`config.mk`:
```
export PLATFORM = sky130hd
export DESIGN_NAME = ansi_sgr_color_parser_unit_flat
export DESIGN_NICKNAME = d
export VERILOG_FILES = /design/src/ascp_pkg.sv /design/src/ascp_if.sv /design/src/ansi_sgr_color_parser_unit.sv /design/src/flat_wrapper.sv
export SDC_FILE = /design/constraint.sdc
export NUM_CORES = 1
export LEC_CHECK = 0
export BUFFER_PORTS_ARGS = -buffer_cell sky130_fd_sc_hd__clkbuf_2
export CAP_MARGIN = 10
export CORE_ASPECT_RATIO = 1.5
export CORE_UTILIZATION = 60
export CTS_CLUSTER_SIZE = 25
export DETAILED_ROUTE_END_ITERATION = 10
export HOLD_SLACK_MARGIN = 0.1
export PLACE_DENSITY_LB_ADDON = 0.08
export SLEW_MARGIN = 20
export SYNTH_ARGS = -nofsm -noshare
export SYNTH_HDL_FRONTEND = slang
export SYNTH_SLANG_ARGS = --single-unit
export TNS_END_PERCENT = 1
```
`constraint.sdc`:
```
create_clock -name clock -period 6.75 [get_ports clock]
set_clock_uncertainty 0.1 [all_clocks]
set_input_delay 1.35 -clock clock [delete_from_list [all_inputs] [get_ports clock]]
set_output_delay 1.35 -clock clock [all_outputs]
set_load 0.02 [all_outputs]
```
`src/ascp_pkg.sv`:
```
`default_nettype none

package ascp_pkg;

   // parser states; the unused code is handled as idle
   typedef enum logic [1:0] {
      ST_IDLE = 2'd0,
      ST_ESC  = 2'd1,
      ST_SEQ  = 2'd2
   } parse_state_type;

   // result actions
   typedef enum logic [1:0] {
      ACT_PRINT = 2'd0,
      ACT_FG    = 2'd1,
      ACT_BG    = 2'd2,
      ACT_DEF   = 2'd3
   } action_type;

   // configuration register indexes
   typedef enum logic {
      CSR_DEFAULT_FG = 1'b0,
      CSR_DEFAULT_BG = 1'b1
   } csr_index_type;

   localparam logic [7:0] CH_ESC  = 8'h1B;
   localparam logic [7:0] CH_OPEN = 8'h5B;
   localparam logic [7:0] CH_SEP  = 8'h3B;
   localparam logic [7:0] CH_END  = 8'h6D;
   localparam logic [7:0] CH_ZERO = 8'h30;
   localparam logic [7:0] CH_NINE = 8'h39;

   localparam logic [7:0] CODE_RESET = 8'd0;
   localparam logic [7:0] CODE_FG_LO = 8'd30;
   localparam logic [7:0] CODE_FG_HI = 8'd37;
   localparam logic [7:0] CODE_BG_LO = 8'd40;
   localparam logic [7:0] CODE_BG_HI = 8'd47;
   localparam logic [7:0] ACCUM_MAX  = 8'd255;

   localparam logic [3:0] DEFAULT_FG_RESET = 4'd7;
   localparam logic [3:0] DEFAULT_BG_RESET = 4'd0;

   // sgr color digit to vga palette index
   function automatic logic [3:0] vga_palette(input logic [2:0] digit);
      logic [3:0] idx;
      case (digit)
         3'd0:    idx = 4'd0;
         3'd1:    idx = 4'd12;
         3'd2:    idx = 4'd10;
         3'd3:    idx = 4'd14;
         3'd4:    idx = 4'd9;
         3'd5:    idx = 4'd13;
         3'd6:    idx = 4'd11;
         default: idx = 4'd15;
      endcase
      return idx;
   endfunction

endpackage

`default_nettype wire

```
`src/ascp_if.sv`:
```
`default_nettype none

// request channel: one text byte
interface ascp_req_if;
   logic       valid;
   logic       ready;
   logic [7:0] char_in;
   logic       end_of_string;

   modport source (output valid, output char_in, output end_of_string, input ready);
   modport sink   (input valid, input char_in, input end_of_string, output ready);
endinterface

// result channel: one print or color action
interface ascp_rsp_if;
   logic       valid;
   logic       ready;
   logic [1:0] action;
   logic [7:0] char_out;
   logic [3:0] fg_color;
   logic [3:0] bg_index;

   modport source (output valid, output action, output char_out, output fg_color,
                   output bg_index, input ready);
   modport sink   (input valid, input action, input char_out, input fg_color,
                   input bg_index, output ready);
endinterface

`default_nettype wire

```
`src/ansi_sgr_color_parser_unit.sv`:
```
// ansi sgr color parser
//
// req_if carries one text byte per request plus an end-of-string flag. rsp_if
// carries at most one result per request: a byte to print, a foreground or
// background color, or both default colors. csr_we/csr_index/csr_wdata write
// the default foreground (index 0) and background (index 1); write them only
// while the parser is idle.
//
// a request is taken into an input register, decoded against the parse state
// and its result lands in the output register, so a result passes through both
// registers before it is valid on rsp_if. one request is taken every cycle while
// the output register can take a new result; the next state and accumulator are
// computed from the held request and registered.
//
// reset (synchronous, active high) returns the parser to idle, clears the
// code accumulator, empties both registers and restores the defaults to
// foreground 7 and background 0. when the receiver holds rsp_if.ready low the
// output register holds its result, the input register fills behind it and
// then req_if.ready drops until the result is taken.
`default_nettype none

module ansi_sgr_color_parser_unit (
   input  wire logic       clock,
   input  wire logic       reset,
   ascp_req_if.sink        req_if,
   ascp_rsp_if.source      rsp_if,
   input  wire logic       csr_we,
   input  wire logic       csr_index,
   input  wire logic [3:0] csr_wdata
);

   // configuration registers
   logic [3:0] default_fg_ff;
   logic [3:0] default_bg_ff;

   // input register
   logic       s1_valid_ff;
   logic [7:0] s1_char_ff;
   logic       s1_eos_ff;

   // parser state
   ascp_pkg::parse_state_type state_ff, state_in;
   logic [7:0] accum_ff, accum_in;

   // output register
   logic       rsp_valid_ff;
   logic [1:0] rsp_action_ff;
   logic [7:0] rsp_char_ff;
   logic [3:0] rsp_fg_ff;
   logic [3:0] rsp_bg_ff;

   // decode results
   logic       out_free;
   logic       s2_fire;
   logic       res_valid;
   ascp_pkg::action_type res_action;
   logic [7:0] res_char;
   logic [3:0] res_fg;
   logic [3:0] res_bg;

   logic        is_digit;
   logic        is_apply;
   logic [11:0] accum_next_wide;
   logic [7:0]  fg_offset;
   logic [7:0]  bg_offset;

   // output register can take a new result
   assign out_free = !rsp_valid_ff || rsp_if.ready;
   // decode stage consumes the held request
   assign s2_fire  = s1_valid_ff && out_free;

   assign req_if.ready = !s1_valid_ff || out_free;

   // csr writes
   always_ff @(posedge clock) begin
      if (reset) begin
         default_fg_ff <= ascp_pkg::DEFAULT_FG_RESET;
         default_bg_ff <= ascp_pkg::DEFAULT_BG_RESET;
      end else if (csr_we) begin
         unique case (ascp_pkg::csr_index_type'(csr_index))
            ascp_pkg::CSR_DEFAULT_FG: default_fg_ff <= csr_wdata;
            ascp_pkg::CSR_DEFAULT_BG: default_bg_ff <= csr_wdata;
            default:                  default_fg_ff <= default_fg_ff;
         endcase
      end
   end

   // input register
   always_ff @(posedge clock) begin
      if (reset) begin
         s1_valid_ff <= 1'b0;
      end else if (req_if.ready) begin
         s1_valid_ff <= req_if.valid;
      end
   end

   always_ff @(posedge clock) begin
      if (req_if.ready && req_if.valid) begin
         s1_char_ff <= req_if.char_in;
         s1_eos_ff  <= req_if.end_of_string;
      end
   end

   // byte classes and the decimal accumulate (acc * 10 + digit)
   assign is_digit = (s1_char_ff >= ascp_pkg::CH_ZERO) && (s1_char_ff <= ascp_pkg::CH_NINE);
   assign is_apply = (s1_char_ff == ascp_pkg::CH_SEP) || (s1_char_ff == ascp_pkg::CH_END);
   assign accum_next_wide = {1'b0, accum_ff, 3'b000} + {3'b000, accum_ff, 1'b0}
                          + {8'd0, s1_char_ff[3:0]};

   // palette offsets from the start of each code range
   assign fg_offset = accum_ff - ascp_pkg::CODE_FG_LO;
   assign bg_offset = accum_ff - ascp_pkg::CODE_BG_LO;

   // next state and accumulator
   always_comb begin
      state_in = state_ff;
      accum_in = accum_ff;
      if (s2_fire) begin
         unique case (state_ff)
            ascp_pkg::ST_ESC: begin
               if (s1_char_ff == ascp_pkg::CH_OPEN) begin
                  state_in = ascp_pkg::ST_SEQ;
                  accum_in = '0;
               end else begin
                  state_in = ascp_pkg::ST_IDLE;
               end
            end
            ascp_pkg::ST_SEQ: begin
               if (is_digit) begin
                  // saturate at 255
                  accum_in = (accum_next_wide > {4'd0, ascp_pkg::ACCUM_MAX})
                           ? ascp_pkg::ACCUM_MAX : accum_next_wide[7:0];
               end else if (is_apply) begin
                  accum_in = '0;
                  if (s1_char_ff == ascp_pkg::CH_END) begin
                     state_in = ascp_pkg::ST_IDLE;
                  end
               end
            end
            default: begin
               // idle, and the unused code treated as idle
               state_in = (s1_char_ff == ascp_pkg::CH_ESC) ? ascp_pkg::ST_ESC
                                                          : ascp_pkg::ST_IDLE;
            end
         endcase
         if (s1_eos_ff) begin
            state_in = ascp_pkg::ST_IDLE;
            accum_in = '0;
         end
      end
   end

   // result decode
   always_comb begin
      res_valid  = 1'b0;
      res_action = ascp_pkg::ACT_PRINT;
      res_char   = '0;
      res_fg     = '0;
      res_bg     = '0;
      unique case (state_ff)
         ascp_pkg::ST_ESC: begin
            // anything but '[' after esc is printed
            if (s1_char_ff != ascp_pkg::CH_OPEN) begin
               res_valid = 1'b1;
               res_char  = s1_char_ff;
            end
         end
         ascp_pkg::ST_SEQ: begin
            if (is_apply) begin
               if (accum_ff == ascp_pkg::CODE_RESET) begin
                  res_valid  = 1'b1;
                  res_action = ascp_pkg::ACT_DEF;
                  res_fg     = default_fg_ff;
                  res_bg     = default_bg_ff;
               end else if (accum_ff >= ascp_pkg::CODE_FG_LO
                            && accum_ff <= ascp_pkg::CODE_FG_HI) begin
                  res_valid  = 1'b1;
                  res_action = ascp_pkg::ACT_FG;
                  res_fg     = ascp_pkg::vga_palette(fg_offset[2:0]);
               end else if (accum_ff >= ascp_pkg::CODE_BG_LO
                            && accum_ff <= ascp_pkg::CODE_BG_HI) begin
                  res_valid  = 1'b1;
                  res_action = ascp_pkg::ACT_BG;
                  res_bg     = ascp_pkg::vga_palette(bg_offset[2:0]);
               end
               // other codes are dropped
            end
         end
         default: begin
            if (s1_char_ff != ascp_pkg::CH_ESC) begin
               res_valid = 1'b1;
               res_char  = s1_char_ff;
            end
         end
      endcase
   end

   // parser state registers
   always_ff @(posedge clock) begin
      if (reset) begin
         state_ff <= ascp_pkg::ST_IDLE;
         accum_ff <= '0;
      end else begin
         state_ff <= state_in;
         accum_ff <= accum_in;
      end
   end

   // output register
   always_ff @(posedge clock) begin
      if (reset) begin
         rsp_valid_ff <= 1'b0;
      end else if (out_free) begin
         rsp_valid_ff <= s2_fire && res_valid;
      end
   end

   always_ff @(posedge clock) begin
      if (s2_fire && res_valid) begin
         rsp_action_ff <= res_action;
         rsp_char_ff   <= res_char;
         rsp_fg_ff     <= res_fg;
         rsp_bg_ff     <= res_bg;
      end
   end

   assign rsp_if.valid    = rsp_valid_ff;
   assign rsp_if.action   = rsp_action_ff;
   assign rsp_if.char_out = rsp_char_ff;
   assign rsp_if.fg_color = rsp_fg_ff;
   assign rsp_if.bg_index = rsp_bg_ff;

endmodule

`default_nettype wire

```
`src/flat_wrapper.sv`:
```
// flat-port wrapper written by rule: the top's interface ports become plain ports
module ansi_sgr_color_parser_unit_flat 
  (clock, reset, csr_we, csr_index, csr_wdata, req_if_valid, req_if_char_in, req_if_end_of_string, req_if_ready, rsp_if_valid, rsp_if_action, rsp_if_char_out, rsp_if_fg_color, rsp_if_bg_index, rsp_if_ready);
  ascp_req_if req_if_i ();
  ascp_rsp_if rsp_if_i ();
  input  wire logic clock;
  input  wire logic reset;
  input  wire logic csr_we;
  input  wire logic csr_index;
  input  wire logic [3:0] csr_wdata;
  input wire logic [$bits(req_if_i.valid)-1:0] req_if_valid;
  input wire logic [$bits(req_if_i.char_in)-1:0] req_if_char_in;
  input wire logic [$bits(req_if_i.end_of_string)-1:0] req_if_end_of_string;
  output wire logic [$bits(req_if_i.ready)-1:0] req_if_ready;
  output wire logic [$bits(rsp_if_i.valid)-1:0] rsp_if_valid;
  output wire logic [$bits(rsp_if_i.action)-1:0] rsp_if_action;
  output wire logic [$bits(rsp_if_i.char_out)-1:0] rsp_if_char_out;
  output wire logic [$bits(rsp_if_i.fg_color)-1:0] rsp_if_fg_color;
  output wire logic [$bits(rsp_if_i.bg_index)-1:0] rsp_if_bg_index;
  input wire logic [$bits(rsp_if_i.ready)-1:0] rsp_if_ready;
  assign req_if_i.valid = req_if_valid;
  assign req_if_i.char_in = req_if_char_in;
  assign req_if_i.end_of_string = req_if_end_of_string;
  assign req_if_ready = req_if_i.ready;
  assign rsp_if_valid = rsp_if_i.valid;
  assign rsp_if_action = rsp_if_i.action;
  assign rsp_if_char_out = rsp_if_i.char_out;
  assign rsp_if_fg_color = rsp_if_i.fg_color;
  assign rsp_if_bg_index = rsp_if_i.bg_index;
  assign rsp_if_i.ready = rsp_if_ready;
  ansi_sgr_color_parser_unit u_core (.clock(clock), .reset(reset), .req_if(req_if_i), .rsp_if(rsp_if_i), .csr_we(csr_we), .csr_index(csr_index), .csr_wdata(csr_wdata));
endmodule
```
After elaboration in Yosys (flattened, before gate mapping)
Index checks and enable logic that the tools add are counted.
W data, S select, Z words.
- output and inout port bits: 20
- word-level logic and storage cells: 102
- register bits after elaboration: 47
- muxes and demuxes: 33
- add/sub/neg operators: 4
- bitwise gates (word level): 1
- equality and inequality tests: 25
- reductions and logical operators: 20
- magnitude comparators: 7
- operators by type and width (operator ; number):
    $mux W8 ; 7
    $pmux W4 S7 ; 2
    $pmux W8 S2 ; 2
    $le A8 B6 Y1 const B ; 3
    $mux W4 ; 5
    $eq A3 B3 Y1 const B ; 6
    $eq A8 B7 Y1 const B ; 2
    $ge A8 B6 Y1 const B ; 2
    $mux W2 ; 8
    $add A11 B9 Y12 ; 1
    $add A12 B4 Y12 ; 1
    $eq A3 B2 Y1 const B ; 4
    $gt A12 B8 Y1 const B ; 1
    $ne A3 B1 Y1 const B ; 3
    $eq A8 B5 Y1 const B ; 1
    $eq A8 B6 Y1 const B ; 1
    $ge A8 B5 Y1 const B ; 1
    $logic_not A8 Y1 ; 1
    $ne A8 B5 Y1 const B ; 1
    $ne A8 B7 Y1 const B ; 1
    $reduce_and A4 Y1 ; 2
    $mux W1 ; 7
    $eq A3 B1 Y1 const B ; 2
    $logic_and A1 B1 Y1 ; 6
    other kinds (14) ; 20

Logic depth before layout (Yosys ltp)
- depth in word-level cells: 8
- depth in mapped cells: 9
- depth with buffers taken out: 9

Least setup slack after synthesis
OpenSTA, ideal clock, no wires.
- path type: input to output
- start: input port rsp_if_ready
- end: output port req_if_ready
- required time: 5.300 ns
- cell stages on the path: 2
- path buffers: 0
- path slack: 3.670 ns
- arrival: 1.630 ns
- path through: nor2b_1 -> nand2_1
- cells in the longest elaborated chain, start to end: 2
- RTL lines (what ; line ; text):
    from (decl) ; flat_wrapper.sv:20 ; input wire logic [$bits(rsp_if_i.ready)-1:0] rsp_if_ready;
    $logic_or A1 B1 Y1 ; ansi_sgr_color_parser_unit.sv:68 ; assign out_free = !rsp_valid_ff || rsp_if.ready;
    $logic_or A1 B1 Y1 ; ansi_sgr_color_parser_unit.sv:72 ; assign req_if.ready = !s1_valid_ff || out_free;
    to (decl) ; flat_wrapper.sv:14 ; output wire logic [$bits(req_if_i.ready)-1:0] req_if_ready;
Every way passes these cells.

Worst setup path after layout
Same ends and word-level chain as after synthesis.

==> flow_summary.yaml <==
layout:
  final_core_util_pct: 70.9
  mostFrequentLayoutCells: "clkbuf_2 (38), edfxtp_1 (27), nand2_1 (23), dfxtp_1 (20)"
  syn_to_final_growth_pct: 13.2
  fin_area_mm2: 0.00281
  stdcell_count: 315
  final_common_cell: "clkbuf_2"
  diodes: 0
  drive_gt1_share_pct: 20.0
  fin_nets: 308
placement:
  placed_cell_area_mm2: 0.00273
  dp.cells: 307
  gp_congestion: 0.855
  hpwl_um: 3810
  io_buffer_count: 38
worst_setup_path:
  cp.required_ns: 5.30
  cpMostUsedCell: "clkbuf_2"
  max_stage_delay_ns: 0.16
  cp_slowest_cell: "clkbuf_2"
  crit_path_start_kind: "input port"
  path_max_fanout: 2
  path_cells: "clkbuf_2, nor2b_1, nand2_1, clkbuf_2"
  critPathArrivalTime_ns: 1.82
  endpoint_kind: "primary output"
  crit_type: "in2out"
drt:
  final_antenna_net_count: 0
  num_vias: 1884
  avgRoutedWirePerCell_um: 15.3
  vias_per_cell: 5.98
  drc: 0
  totalWireLength_um: 4830
  drt_pass1_iterations: 4
  drt-initial-drc-count: 46
grt:
  grt_pass1_wl_um: 7710
  antenna_found_initial: 0
  grt_overflow: 0
  track_usage_pct: 24.5
  grt_pass1_vias: 1814
  grt_max_degree: 19
clock_network:
  htreeDepth: 2
  hold_buffers: 0
  clk_pin_slew_ns: 0.08
  numCtsBuffers: 5
  cts_tree: "done"
  cts_sinks: 47
  insertion_delay_ns: 0.30
  post_cts_resized: 0
  root_buffer: "clkbuf_8"
  clock_path_buffers: 2
  postCtsSetupBuffers: 0
synthesis:
  syn_nets: 264
  ys_seq_elements: 47
  ys_async_sr_fraction_pct: 0
  syn_avg_cell_area_um2: 11.0
  yosysWarnings: 0
  synth_flop_cell: "edfxtp_1"
  syn_area_mm2: 0.00248
  yosysUniqueCellTypes: 49
  synth_seq_area_share_pct: 48.9
  syn_inst: 225
  synth_edf_count: 27
sta:
  finalHoldViolCount: 0
  period_share_pct: 48.4
  rsz0062_at_grt: "no"
  finalCriticalPeriod_ns: 3.27
  setup_tns_ns: 0
  drv_slew: 0
  maxSlewHeadroom_pct: 54.2
  fmax_mhz: 306
  worst_pin_slew_ns: 0.683
  setup_viol: 0
pwr:
  p_per_area_mw_per_mm2: 185
  static-leakage-power_nw: 1.26
  vdd_drop_max_mv: 0.214
  power_uw: 519
status:
  status: "finished, final reports clean"
floorplan:
  design.die.area_mm2: 0.00440
  initial_core_util_pct: 62.6
  fp.dieW_um: 54.5
  die_h_um: 80.7
  core.rowCount: 28
  core_mm2: 0.00396
  num_io_pins: 39
flow_run:
  maxCapViolCount: 0
min_path:
  hp-class: "reg2reg"
-- cell usage after synthesis (all sizes together), types with 2 or more instances --
cell type	n	area, um2
edfxtp	27	811
nand2	24	92.6
dfxtp	20	400
ha	18	225
nor2	18	67.6
a21oi	14	70.1
a22oi	13	97.6
nor2b	9	56.3
and3	8	50.1
o21ai	8	43.8
inv	5	18.8
a211o	4	35.0
nand3	4	20.0
nor4	4	46.3
xnor2	4	35.0
a211oi	3	22.5
mux2i	3	30.0
nand2b	3	18.8
nor3	3	26.3
a21o	2	15.0
and2	2	12.5
clkbuf	2	7.51
fa	2	40.0
nand4bb	2	22.5
nor4b	2	17.5
o31ai	2	15.0
or3	2	12.5
or4	2	18.8
or4b	2	23.8
xor2	2	17.5
-- flip-flops by register name, indices dropped and copies added (netlist names), 2 cells and up --
| name | cells |
|---|---|
| u_core.rsp_if.char_out | 8 |
| u_core.default_fg_ff | 4 |
| u_core.default_bg_ff | 4 |
| u_core.rsp_if.fg_color | 4 |
| u_core.state_ff | 2 |
| u_core.s1_char_ff | 8 |
| u_core.rsp_if.bg_index | 4 |
| u_core.accum_ff | 8 |
| u_core.rsp_if.action | 2 |
-- metrics by stage --
| stage | worst slack [ns] | hold slack (ns) |
|---|---|---|
| floorplan | 3.67 | 0.336 |
| global placement | 3.50 | 0.345 |
| detailed placement | 3.49 | 0.355 |
| CTS | 3.48 | 0.369 |
| global route | 3.45 | 0.407 |
| finish | 3.48 | 0.371 |
-- cell families (layout without fill, tap and decap cells) --
family | after synthesis | count (layout) | share of synthesized area, %
and+or+nand+nor | 88 | 88 | 20.6
DFF | 47 | 47 | 48.9
muxes | 3 | 3 | 1.21
AOI/OAI and AO/OA | 54 | 54 | 15.4
adders and majority gates | 20 | 20 | 10.7
buffers and inverters | 7 | 52 | 1.06
xor gates and xnor gates | 6 | 6 | 2.12
-- worst max-delay path, delay by kind of cell --
| family | cells | cell delay, ns |
|---|---|---|
| buffers and inverters | 2 | 0.24 |
| AND/OR/NAND/NOR | 2 | 0.22 |
-- layer usage --
layer | track usage (%) | up-vias | wire length, um
li1 | - | 943 | -
met1 | 24.0 | 882 | 1950
met2 | 46.8 | 50 | 2660
met3 | 5.49 | 9 | 141
met4 | 9.23 | 0 | 77
met5 | 0 | - | 0
-- where the power goes --
group / total (mW) / switching [mW] / internal (mW)
clock: 0.158 / 0.0868 / 0.0712
sequential: 0.321 / 0.00737 / 0.314
combinational: 0.0396 / 0.0235 / 0.0161
total: 0.519 / 0.118 / 0.401
-- worst paths after layout --
check	startpoint	to	slack, ns	depth (start not counted)
setup / recovery	rsp_if_ready	req_if_ready	3.48	4
hold / removal	u_core.default_bg_ff[2]$_SDFFE_PP0P_	u_core.default_bg_ff[2]$_SDFFE_PP0P_	0.37	2
setup reg to reg	u_core.accum_ff[2]$_SDFFE_PP0P_	u_core.accum_ff[7]$_SDFFE_PP0P_	3.73	8
hold reg to reg	u_core.default_bg_ff[2]$_SDFFE_PP0P_	u_core.default_bg_ff[2]$_SDFFE_PP0P_	0.37	2
-- layout make-up --
class | instances | area, um2
clock buffer | 6 | 72.6
clock inverter | 2 | 8.76
fill | 331 | 1150
inverter | 5 | 18.8
multi-input combinational | 171 | 1240
sequential | 47 | 1210
tap | 45 | 56.3
timing repair buffer | 39 | 198
(Power assumes the default switching activity.)
